File: config.mk
export PLATFORM = sky130hd
export DESIGN_NAME = indexed_circular_deque_top
export DESIGN_NICKNAME = d
export VERILOG_FILES = /design/src/sv/idc_pkg.sv /design/src/sv/idc_fifo.sv /design/src/sv/idc_front.sv /design/src/sv/idc_back.sv /design/src/sv/indexed_circular_deque_top.sv
export SDC_FILE = /design/constraint.sdc
export NUM_CORES = 1
export LEC_CHECK = 0
export ABC_CLOCK_PERIOD_IN_PS = 8800
export BUFFER_PORTS_ARGS = -buffer_cell sky130_fd_sc_hd__buf_2
export CELL_PAD_IN_SITES_DETAIL_PLACEMENT = 1
export CELL_PAD_IN_SITES_GLOBAL_PLACEMENT = 2
export CORE_UTILIZATION = 35
export CTS_BUF_LIST = sky130_fd_sc_hd__clkbuf_2
export CTS_CLUSTER_SIZE = 24
export DETAILED_ROUTE_END_ITERATION = 6
export PLACE_DENSITY_LB_ADDON = 0.1
export SETUP_SLACK_MARGIN = 0.4
export SLEW_MARGIN = 20
export SYNTH_ARGS = -nofsm -noshare
export SYNTH_HDL_FRONTEND = slang
export SYNTH_SLANG_ARGS = --single-unit
File: constraint.sdc
create_clock -name clk -period 8.8 [get_ports clk]
set_input_delay 1.76 -clock clk [delete_from_list [all_inputs] [get_ports clk]]
set_output_delay 1.76 -clock clk [all_outputs]
set_load 0.005 [all_outputs]
File: src/sv/idc_pkg.sv
// ----------------------------------------------------------------------------
// idc_pkg: shared types and codes of the indexed circular deque
// Field widths, command and status codes, and the command and result beats
// that travel between the front part, the queues and the back part.
// ----------------------------------------------------------------------------
`default_nettype none

package idc_pkg;

	localparam int OP_W  = 3;
	localparam int VAL_W = 32;
	localparam int POS_W = 4;
	localparam int ST_W  = 3;
	localparam int OCC_W = 5;

	// op field encoding
	localparam logic [OP_W-1:0] OP_INS_FRONT = 3'd0;
	localparam logic [OP_W-1:0] OP_INS_BACK  = 3'd1;
	localparam logic [OP_W-1:0] OP_ERASE     = 3'd2;
	localparam logic [OP_W-1:0] OP_READ      = 3'd3;
	localparam logic [OP_W-1:0] OP_FIND      = 3'd4;

	// status field encoding
	localparam logic [ST_W-1:0] ST_OK       = 3'd0;
	localparam logic [ST_W-1:0] ST_FULL     = 3'd1;
	localparam logic [ST_W-1:0] ST_EMPTY    = 3'd2;
	localparam logic [ST_W-1:0] ST_RANGE    = 3'd3;
	localparam logic [ST_W-1:0] ST_NOTFOUND = 3'd4;

	typedef enum logic [2:0] {
		KIND_NOP,
		KIND_INS_FRONT,
		KIND_INS_BACK,
		KIND_ERASE,
		KIND_READ,
		KIND_FIND
	} kind_t;

	typedef struct packed {
		kind_t                    kind;
		logic signed [VAL_W-1:0]  value;
		logic [POS_W-1:0]         position;
	} cmd_t;

	typedef struct packed {
		logic [ST_W-1:0]          status;
		logic signed [VAL_W-1:0]  read_value;
		logic [POS_W-1:0]         found_position;
		logic [OCC_W-1:0]         occupancy;
	} res_t;

endpackage

`default_nettype wire

File: src/sv/idc_fifo.sv
// ----------------------------------------------------------------------------
// idc_fifo: two-entry queue
// Holds up to two beats; decouples the producer and consumer sides.
// ----------------------------------------------------------------------------
`default_nettype none

module idc_fifo #(
	parameter int WIDTH = 1
) (
	input  logic             clk,
	input  logic             arst_n,
	input  logic             push,
	input  logic [WIDTH-1:0] din,
	output logic             full,
	input  logic             pop,
	output logic [WIDTH-1:0] dout,
	output logic             empty
);

	logic [WIDTH-1:0] store_q [2];
	logic             wr_q;
	logic             rd_q;
	logic [1:0]       cnt_q;
	logic             do_push;
	logic             do_pop;

	assign full    = (cnt_q == 2'd2);
	assign empty   = (cnt_q == 2'd0);
	assign do_push = push && !full;
	assign do_pop  = pop && !empty;
	assign dout    = store_q[rd_q];

	always_ff @(posedge clk or negedge arst_n) begin
		if (!arst_n) begin
			wr_q  <= 1'b0;
			rd_q  <= 1'b0;
			cnt_q <= 2'd0;
		end else begin
			if (do_push) wr_q <= ~wr_q;
			if (do_pop) rd_q <= ~rd_q;
			unique case ({do_push, do_pop})
				2'b10:   cnt_q <= cnt_q + 2'd1;
				2'b01:   cnt_q <= cnt_q - 2'd1;
				default: cnt_q <= cnt_q;
			endcase
		end
	end

	always_ff @(posedge clk) begin
		if (do_push) store_q[wr_q] <= din;
	end

endmodule

`default_nettype wire

File: src/sv/idc_front.sv
// ----------------------------------------------------------------------------
// idc_front: command intake
// Takes input beats, decodes the op field into a command kind and hands the
// command to the command queue.
// ----------------------------------------------------------------------------
`default_nettype none

module idc_front (
	input  logic                       push,
	output logic                       full,
	input  logic [idc_pkg::OP_W-1:0]   op,
	input  logic signed [idc_pkg::VAL_W-1:0] value,
	input  logic [idc_pkg::POS_W-1:0]  position,
	output logic                       cq_push,
	output idc_pkg::cmd_t              cmd,
	input  logic                       cq_full
);

	import idc_pkg::*;

	kind_t kind;

	// unused op codes become a no-op that still returns one result
	always_comb begin
		unique case (op)
			OP_INS_FRONT: kind = KIND_INS_FRONT;
			OP_INS_BACK:  kind = KIND_INS_BACK;
			OP_ERASE:     kind = KIND_ERASE;
			OP_READ:      kind = KIND_READ;
			OP_FIND:      kind = KIND_FIND;
			default:      kind = KIND_NOP;
		endcase
	end

	assign cmd.kind     = kind;
	assign cmd.value    = value;
	assign cmd.position = position;
	assign cq_push      = push && !cq_full;
	assign full         = cq_full;

endmodule

`default_nettype wire

File: src/sv/idc_back.sv
// ----------------------------------------------------------------------------
// idc_back: deque store and command sequencer
// Owns the ring memory, head slot and count; carries out one command at a
// time, walking the ring one slot a cycle for erase and find.
// ----------------------------------------------------------------------------
`default_nettype none

module idc_back #(
	parameter int DEPTH = 16
) (
	input  logic          clk,
	input  logic          arst_n,
	input  logic          cq_empty,
	output logic          cq_pop,
	input  idc_pkg::cmd_t cmd,
	input  logic          rq_full,
	output logic          rq_push,
	output idc_pkg::res_t res
);

	import idc_pkg::*;

	localparam int AW  = (DEPTH > 1) ? $clog2(DEPTH) : 1;
	localparam int CW  = $clog2(DEPTH + 1);
	localparam int PCW = (CW > POS_W) ? CW : POS_W;
	localparam logic [AW-1:0] LAST_SLOT  = AW'(DEPTH - 1);
	localparam logic [CW-1:0] FULL_COUNT = CW'(DEPTH);
	localparam logic [AW:0]   RING_SIZE  = (AW + 1)'(DEPTH);

	typedef enum logic [4:0] {
		S_IDLE   = 5'b00001,
		S_RDWAIT = 5'b00010,
		S_ERASE  = 5'b00100,
		S_FIND   = 5'b01000,
		S_DONE   = 5'b10000
	} state_t;

	function automatic logic [AW-1:0] slot_inc(input logic [AW-1:0] s);
		return (s == LAST_SLOT) ? '0 : s + 1'b1;
	endfunction

	function automatic logic [AW-1:0] slot_dec(input logic [AW-1:0] s);
		return (s == '0) ? LAST_SLOT : s - 1'b1;
	endfunction

	// head + logical, logical below DEPTH: one conditional subtract
	function automatic logic [AW-1:0] slot_at(input logic [AW-1:0] h,
			input logic [CW-1:0] logical);
		logic [AW:0] sum;
		sum = {1'b0, h} + (AW + 1)'(logical);
		if (sum >= RING_SIZE) sum = sum - RING_SIZE;
		return sum[AW-1:0];
	endfunction

	logic [VAL_W-1:0] mem [DEPTH];
	logic [VAL_W-1:0] rdata_q;

	state_t             state_q, state_d;
	logic [AW-1:0]      head_q, head_d;
	logic [CW-1:0]      count_q, count_d;
	logic [AW-1:0]      rslot_q, rslot_d;
	logic [AW-1:0]      wslot_q, wslot_d;
	logic [CW-1:0]      rem_q, rem_d;
	logic [AW-1:0]      idx_q, idx_d;
	logic [VAL_W-1:0]   val_q, val_d;
	logic [ST_W-1:0]    st_q, st_d;
	logic [VAL_W-1:0]   rd_q, rd_d;
	logic [POS_W-1:0]   fpos_q, fpos_d;

	logic               we;
	logic [AW-1:0]      waddr;
	logic [VAL_W-1:0]   wdata;
	logic [AW-1:0]      raddr;

	logic [CW-1:0]      pos_c;
	logic               pos_ok;

	assign pos_c  = CW'(cmd.position);
	assign pos_ok = PCW'(cmd.position) < PCW'(count_q);

	always_comb begin
		logic [AW-1:0] first_slot;
		logic [CW-1:0] moves;
		state_d    = state_q;
		head_d     = head_q;
		count_d    = count_q;
		rslot_d    = rslot_q;
		wslot_d    = wslot_q;
		rem_d      = rem_q;
		idx_d      = idx_q;
		val_d      = val_q;
		st_d       = st_q;
		rd_d       = rd_q;
		fpos_d     = fpos_q;
		we         = 1'b0;
		waddr      = head_q;
		wdata      = cmd.value;
		raddr      = head_q;
		cq_pop     = 1'b0;
		rq_push    = 1'b0;
		first_slot = slot_at(head_q, pos_c);
		moves      = count_q - CW'(1) - pos_c;

		unique case (state_q)
			S_IDLE: begin
				if (!cq_empty) begin
					cq_pop  = 1'b1;
					st_d    = ST_OK;
					rd_d    = '0;
					fpos_d  = '0;
					state_d = S_DONE;
					unique case (cmd.kind)
						KIND_INS_FRONT: begin
							if (count_q == FULL_COUNT) begin
								st_d = ST_FULL;
							end else begin
								head_d  = slot_dec(head_q);
								we      = 1'b1;
								waddr   = slot_dec(head_q);
								count_d = count_q + 1'b1;
							end
						end
						KIND_INS_BACK: begin
							if (count_q == FULL_COUNT) begin
								st_d = ST_FULL;
							end else begin
								we      = 1'b1;
								waddr   = slot_at(head_q, count_q);
								count_d = count_q + 1'b1;
							end
						end
						KIND_ERASE: begin
							if (count_q == '0) begin
								st_d = ST_EMPTY;
							end else if (!pos_ok) begin
								st_d = ST_RANGE;
							end else if (moves == '0) begin
								count_d = count_q - 1'b1;
							end else begin
								wslot_d = first_slot;
								rslot_d = slot_inc(first_slot);
								raddr   = slot_inc(first_slot);
								rem_d   = moves;
								state_d = S_ERASE;
							end
						end
						KIND_READ: begin
							if (count_q == '0) begin
								st_d = ST_EMPTY;
							end else if (!pos_ok) begin
								st_d = ST_RANGE;
							end else begin
								raddr   = first_slot;
								state_d = S_RDWAIT;
							end
						end
						KIND_FIND: begin
							if (count_q == '0) begin
								st_d = ST_EMPTY;
							end else begin
								raddr   = head_q;
								rslot_d = head_q;
								idx_d   = '0;
								val_d   = cmd.value;
								state_d = S_FIND;
							end
						end
						default: st_d = ST_OK;
					endcase
				end
			end
			S_RDWAIT: begin
				rd_d    = rdata_q;
				state_d = S_DONE;
			end
			S_ERASE: begin
				// rdata holds the entry one place after the write slot
				we    = 1'b1;
				waddr = wslot_q;
				wdata = rdata_q;
				if (rem_q == CW'(1)) begin
					count_d = count_q - 1'b1;
					state_d = S_DONE;
				end else begin
					raddr   = slot_inc(rslot_q);
					rslot_d = slot_inc(rslot_q);
					wslot_d = rslot_q;
					rem_d   = rem_q - 1'b1;
				end
			end
			S_FIND: begin
				if (rdata_q == val_q) begin
					fpos_d  = POS_W'(idx_q);
					state_d = S_DONE;
				end else if (CW'(idx_q) + CW'(1) == count_q) begin
					st_d    = ST_NOTFOUND;
					state_d = S_DONE;
				end else begin
					raddr   = slot_inc(rslot_q);
					rslot_d = slot_inc(rslot_q);
					idx_d   = idx_q + 1'b1;
				end
			end
			S_DONE: begin
				if (!rq_full) begin
					rq_push = 1'b1;
					state_d = S_IDLE;
				end
			end
			default: state_d = S_IDLE;
		endcase
	end

	always_ff @(posedge clk or negedge arst_n) begin
		if (!arst_n) begin
			state_q <= S_IDLE;
			head_q  <= '0;
			count_q <= '0;
		end else begin
			state_q <= state_d;
			head_q  <= head_d;
			count_q <= count_d;
		end
	end

	always_ff @(posedge clk) begin
		rslot_q <= rslot_d;
		wslot_q <= wslot_d;
		rem_q   <= rem_d;
		idx_q   <= idx_d;
		val_q   <= val_d;
		st_q    <= st_d;
		rd_q    <= rd_d;
		fpos_q  <= fpos_d;
	end

	always_ff @(posedge clk) begin
		if (we) mem[waddr] <= wdata;
		rdata_q <= mem[raddr];
	end

	assign res.status         = st_q;
	assign res.read_value     = rd_q;
	assign res.found_position = fpos_q;
	assign res.occupancy      = OCC_W'(count_q);

endmodule

`default_nettype wire

File: src/sv/indexed_circular_deque_top.sv
// ----------------------------------------------------------------------------
// indexed_circular_deque_top: indexed circular deque
// Fixed-capacity double-ended store of signed 32-bit values with insert at
// either end, erase and read by position, and find by value.
// ----------------------------------------------------------------------------
//
//  channel   | handshake          | beat fields
//  ----------+--------------------+---------------------------------------------
//  command   | push / full        | op, value, position
//  result    | pop / empty        | status, read_value, found_position, occupancy
//
// The front decodes each command beat into a two-entry command queue; the
// back executes one command at a time and posts a result into a two-entry
// result queue, so a stall on either side is absorbed until the queues fill.
// Insert, spare op or refused command: idle straight to done; read adds a
// read-wait state; erase moves count - 1 - position entries in the erase
// state; find compares from the head in the find state until a match or the
// last entry. Each command passes through the command queue, the back and
// the result queue; a full result queue holds the back until a slot frees.
// Reset (arst_n low) empties both queues and the deque at once; ring
// contents are not cleared and never used before being written.
//
`default_nettype none

module indexed_circular_deque_top #(
	parameter int DEPTH = 16
) (
	input  logic                              clk,
	input  logic                              arst_n,
	input  logic                              push,
	output logic                              full,
	input  logic [idc_pkg::OP_W-1:0]          op,
	input  logic signed [idc_pkg::VAL_W-1:0]  value,
	input  logic [idc_pkg::POS_W-1:0]         position,
	output logic                              empty,
	input  logic                              pop,
	output logic [idc_pkg::ST_W-1:0]          status,
	output logic signed [idc_pkg::VAL_W-1:0]  read_value,
	output logic [idc_pkg::POS_W-1:0]         found_position,
	output logic [idc_pkg::OCC_W-1:0]         occupancy
);

	import idc_pkg::*;

	localparam int CMD_W = $bits(cmd_t);
	localparam int RES_W = $bits(res_t);

	// command path
	cmd_t             cmd_in;
	cmd_t             cmd_out;
	logic [CMD_W-1:0] cq_dout;
	logic             cq_push;
	logic             cq_full;
	logic             cq_pop;
	logic             cq_empty;

	// result path
	res_t             res_in;
	res_t             res_out;
	logic [RES_W-1:0] rq_dout;
	logic             rq_push;
	logic             rq_full;

	idc_front u_front (
		.push     (push),
		.full     (full),
		.op       (op),
		.value    (value),
		.position (position),
		.cq_push  (cq_push),
		.cmd      (cmd_in),
		.cq_full  (cq_full)
	);

	idc_fifo #(
		.WIDTH (CMD_W)
	) u_cmd_q (
		.clk    (clk),
		.arst_n (arst_n),
		.push   (cq_push),
		.din    (cmd_in),
		.full   (cq_full),
		.pop    (cq_pop),
		.dout   (cq_dout),
		.empty  (cq_empty)
	);

	assign cmd_out = cq_dout;

	idc_back #(
		.DEPTH (DEPTH)
	) u_back (
		.clk      (clk),
		.arst_n   (arst_n),
		.cq_empty (cq_empty),
		.cq_pop   (cq_pop),
		.cmd      (cmd_out),
		.rq_full  (rq_full),
		.rq_push  (rq_push),
		.res      (res_in)
	);

	idc_fifo #(
		.WIDTH (RES_W)
	) u_res_q (
		.clk    (clk),
		.arst_n (arst_n),
		.push   (rq_push),
		.din    (res_in),
		.full   (rq_full),
		.pop    (pop),
		.dout   (rq_dout),
		.empty  (empty)
	);

	assign res_out        = rq_dout;
	assign status         = res_out.status;
	assign read_value     = res_out.read_value;
	assign found_position = res_out.found_position;
	assign occupancy      = res_out.occupancy;

	// back never posts into a full result queue
	a_no_res_overflow: assert property (@(posedge clk) disable iff (!arst_n)
		rq_push |-> !rq_full)
		else $error("result posted into full queue");

	// back only takes a command that is present
	a_no_cmd_underflow: assert property (@(posedge clk) disable iff (!arst_n)
		cq_pop |-> !cq_empty)
		else $error("command taken from empty queue");

	// a taken command leaves the back busy, so it never takes two commands in a row
	a_back_busy: assert property (@(posedge clk) disable iff (!arst_n)
		cq_pop |=> !cq_pop)
		else $error("back took two commands in a row");

	// failed commands carry zero read value and found position
	a_fail_zero: assert property (@(posedge clk) disable iff (!arst_n)
		(!empty && status != ST_OK) |-> (read_value == '0 && found_position == '0))
		else $error("nonzero payload on failed command");

endmodule

`default_nettype wire

==> results.tsv <==
metric	value	unit
initial antenna violation count	13	
endpoints failing setup	0	
worst skew pair latency	1480	ps
Final ANT Viol Nets	0	
Worst setup EP type	flop	
relative slew slack	33.2	%
Post-synth EDFFs	766	
Avg Cell Area, Syn	17.0	sq um
CTS tree	done	
RR Startpoint	u_cmd_q.rd_q	
initial drt markers	1273	
DRC	0	
r2r setup slk	2580	ps
dominant synthesized flop cell	edfxtp_1	
Remaining Overflow, GRT	0	
Pleak	0.0133	uW
CP Max Fanout	48	
first-pass GRT wire length	129000	um
FF-to-FF path depth	17	
clock period minus worst slack	6220	ps
Mapped Cells	1918	
io pins	89	
I/O Buffers	88	
CP Class	reg -> reg	
max cap viols	0	
Cell Pwr Density	364	nW/um^2
final hold viol count	0	
drt total wl	89800	um
FF-to-FF End	u_back.rdata_q[1]	
critical path data arrival time	7500	ps
status	finished, final reports clean	
Area Overhead vs Synth	12.6	%
Core Box Area	91900	sq um
Setup TNS Final	0	ps
width of the chip	307	um
post-CTS sizing	0	
placed cell count	3204	
setup bufs post-CTS	0	
drt wl/cell	25.0	um
startpoint types	flop	
register area share after synthesis	74.2	%
initial core utilization	35.4	%
RSZ-0062 raised after global routing	false	
Final HPWL DP	50800	um
top post-synthesis cells by count	766 x edfxtp_1, 263 x mux2i_1, 131 x o22ai_1, 109 x mux2_2, 66 x nor2_1	
post-synth top area share	70.6	%
CTS root buffer	clkbuf_2	
routed via count	18200	
Synth warnings	0	
measured slew at the worst slew-check pin	1000	ps
max-slew violation count	0	
num rows	111	
syn nets	1989	
Period Utilization, post-route	70.7	%
main area contributors after synthesis	edfxtp_1 71%, mux2i_1 8.1%, mux2_2 3.8%, o22ai_1 2.5%, dfxtp_1 2.0%	
GRT Util Overall	19.1	%
RD Place Congestion	0.759	
Clock Pin Slew Worst Setup and Hold Paths	140	ps
CTS max path bufs	3	
area leader, netlist	edfxtp_1	
Fmax	0.161	GHz
Initial DRT Pass Iterations	5	
critical path required time	10080	ps
Die Footprint	94300	sq um
largest net degree at the start of global routing	90	
chip height	307	um
Final Skew	133	ps
maximum vdd ir drop	0.366	mV
Synth cell types	67	
# H-tree levels	4	
Cell Count, Final, Fillers Out	3590	
Post-synth ARST share	2.68	%
mapped cell area	32600	sq um
top-count cell post-synth	edfxtp_1	
via-per-instance ratio	5.07	
synthesized flop and latch total	820	
Final nets	2243	
hold_buf cts	0	
share of post-route cells with drive strength above 1	25.9	%
CTS sink cnt	820	
Worst Hold Class	in -> async	
number of global-route vias before repair	19100	
CTS Buf Count	209	
kinds of logic after synthesis:
group,count (synthesis),synth area share (%)
buf+inv,105,1.47
fa+ha+maj,28,1.14
xor+xnor,72,1.94
flops,820,74.2
simple gates,280,4.68
mux,372,11.8
compound gates,241,4.68
worst max-delay path: stages, from the launching register on:
cell      delay [ps]
dfrtp_2          620
buf_4            510
mux2i_1          240
inv_1            120
ha_1             170
inv_1             60
fa_1             450
a21o_1           170
a21oi_1          170
xnor2_1          140
nand4_1          170
a31oi_1          100
or3_1            450
a221oi_4         880
buf_4            800
mux2i_1          290
o22ai_1          110
or4_1            560
cell type report:
class | instances | area (sq um)
Fill cell | 9298 | 55200
Tap cell | 1243 | 1560
Timing Repair Buffer | 123 | 728
Clock buffer | 307 | 1540
Multi-Input combinational cell | 993 | 8120
Clock inverter | 74 | 454
Inverter | 25 | 93.8
Sequential cell | 820 | 24200
Antenna cell | 5 | 12.5
how the worst max path moves through the flow:
stage | from | end | slack, ps | depth (start not counted)
after global routing | u_cmd_q.rd_q | u_back.rdata_q[1] | 2080 | 17
after CTS | u_cmd_q.rd_q | u_back.rdata_q[1] | 2420 | 17
after detailed placement | u_cmd_q.rd_q | u_back.rdata_q[1] | 2500 | 17
after floorplan | u_cmd_q.rd_q | u_back.rdata_q[10] | 3510 | 22
final | u_cmd_q.rd_q | u_back.rdata_q[1] | 2580 | 17
after global placement | u_cmd_q.rd_q | u_back.rdata_q[8] | 2650 | 17
layer usage:
| layer | track usage [%] | up-vias | wire length [um] |
|---|---|---|---|
| met5 | 0 | - | 20 |
| met4 | 6.06 | 2 | 1560 |
| met3 | 4.82 | 130 | 5770 |
| met2 | 29.2 | 531 | 40500 |
| met1 | 26.6 | 9383 | 42000 |
| li1 | - | 8163 | - |
flip-flops by register name, summed over array words and instances (netlist names), 5 cells and up:
name,count
u_back.mem,512
u_back.state_q,5
u_res_q.store_q,88
u_back.rd_q,32
u_back.rem_q,5
u_back.val_q,32
u_cmd_q.store_q,78
u_back.count_q,5
u_back.rdata_q,32
power breakdown:
part	switching, uW	leakage, uW	internal, uW
Combinational	3080	0.00428	1860
Sequential	462	0.00750	5270
Clock	1600	0.00149	1080
Total	5140	0.0133	8210
cell usage in the layout, fill, tap and decap left out, drive strengths merged, types with 4 or more instances in the layout:
cell type | netlist | final
a21oi | 33 | 33
a31oi | 8 | 8
and2 | 41 | 41
and3 | 4 | 4
buf | 49 | 123
bufinv | 0 | 4
clkbuf | 31 | 307
clkinv | 1 | 62
dfrtp | 21 | 21
dfxtp | 32 | 32
diode | 0 | 5
edfxtp | 766 | 766
ha | 25 | 25
inv | 24 | 32
mux2 | 109 | 109
mux2i | 263 | 263
nand2 | 52 | 52
nand2b | 13 | 13
nand3 | 16 | 16
nand3b | 4 | 4
nand4 | 13 | 13
nor2 | 66 | 66
nor2b | 6 | 6
nor3 | 11 | 11
nor3b | 7 | 7
o211ai | 4 | 4
o21ai | 32 | 32
o22ai | 131 | 131
or3 | 5 | 5
or4 | 32 | 32
xnor2 | 61 | 61
xor2 | 11 | 11
per-stage QoR:
stage               hold slack, ps  setup WS, ps  util [%]  instance area (sq um)  power (uW)
floorplan                      421          3510         -                  32600        9000
finish                         298          2580      39.9                  36700       13400
global placement               426          2650      37.7                  34700       10700
detailed placement             433          2500      37.7                  34700       10800
global route                   147          2080      39.9                  36700       14100
CTS                           57.7          2420      39.9                  36700       13600
(Power assumes the default switching activity.)
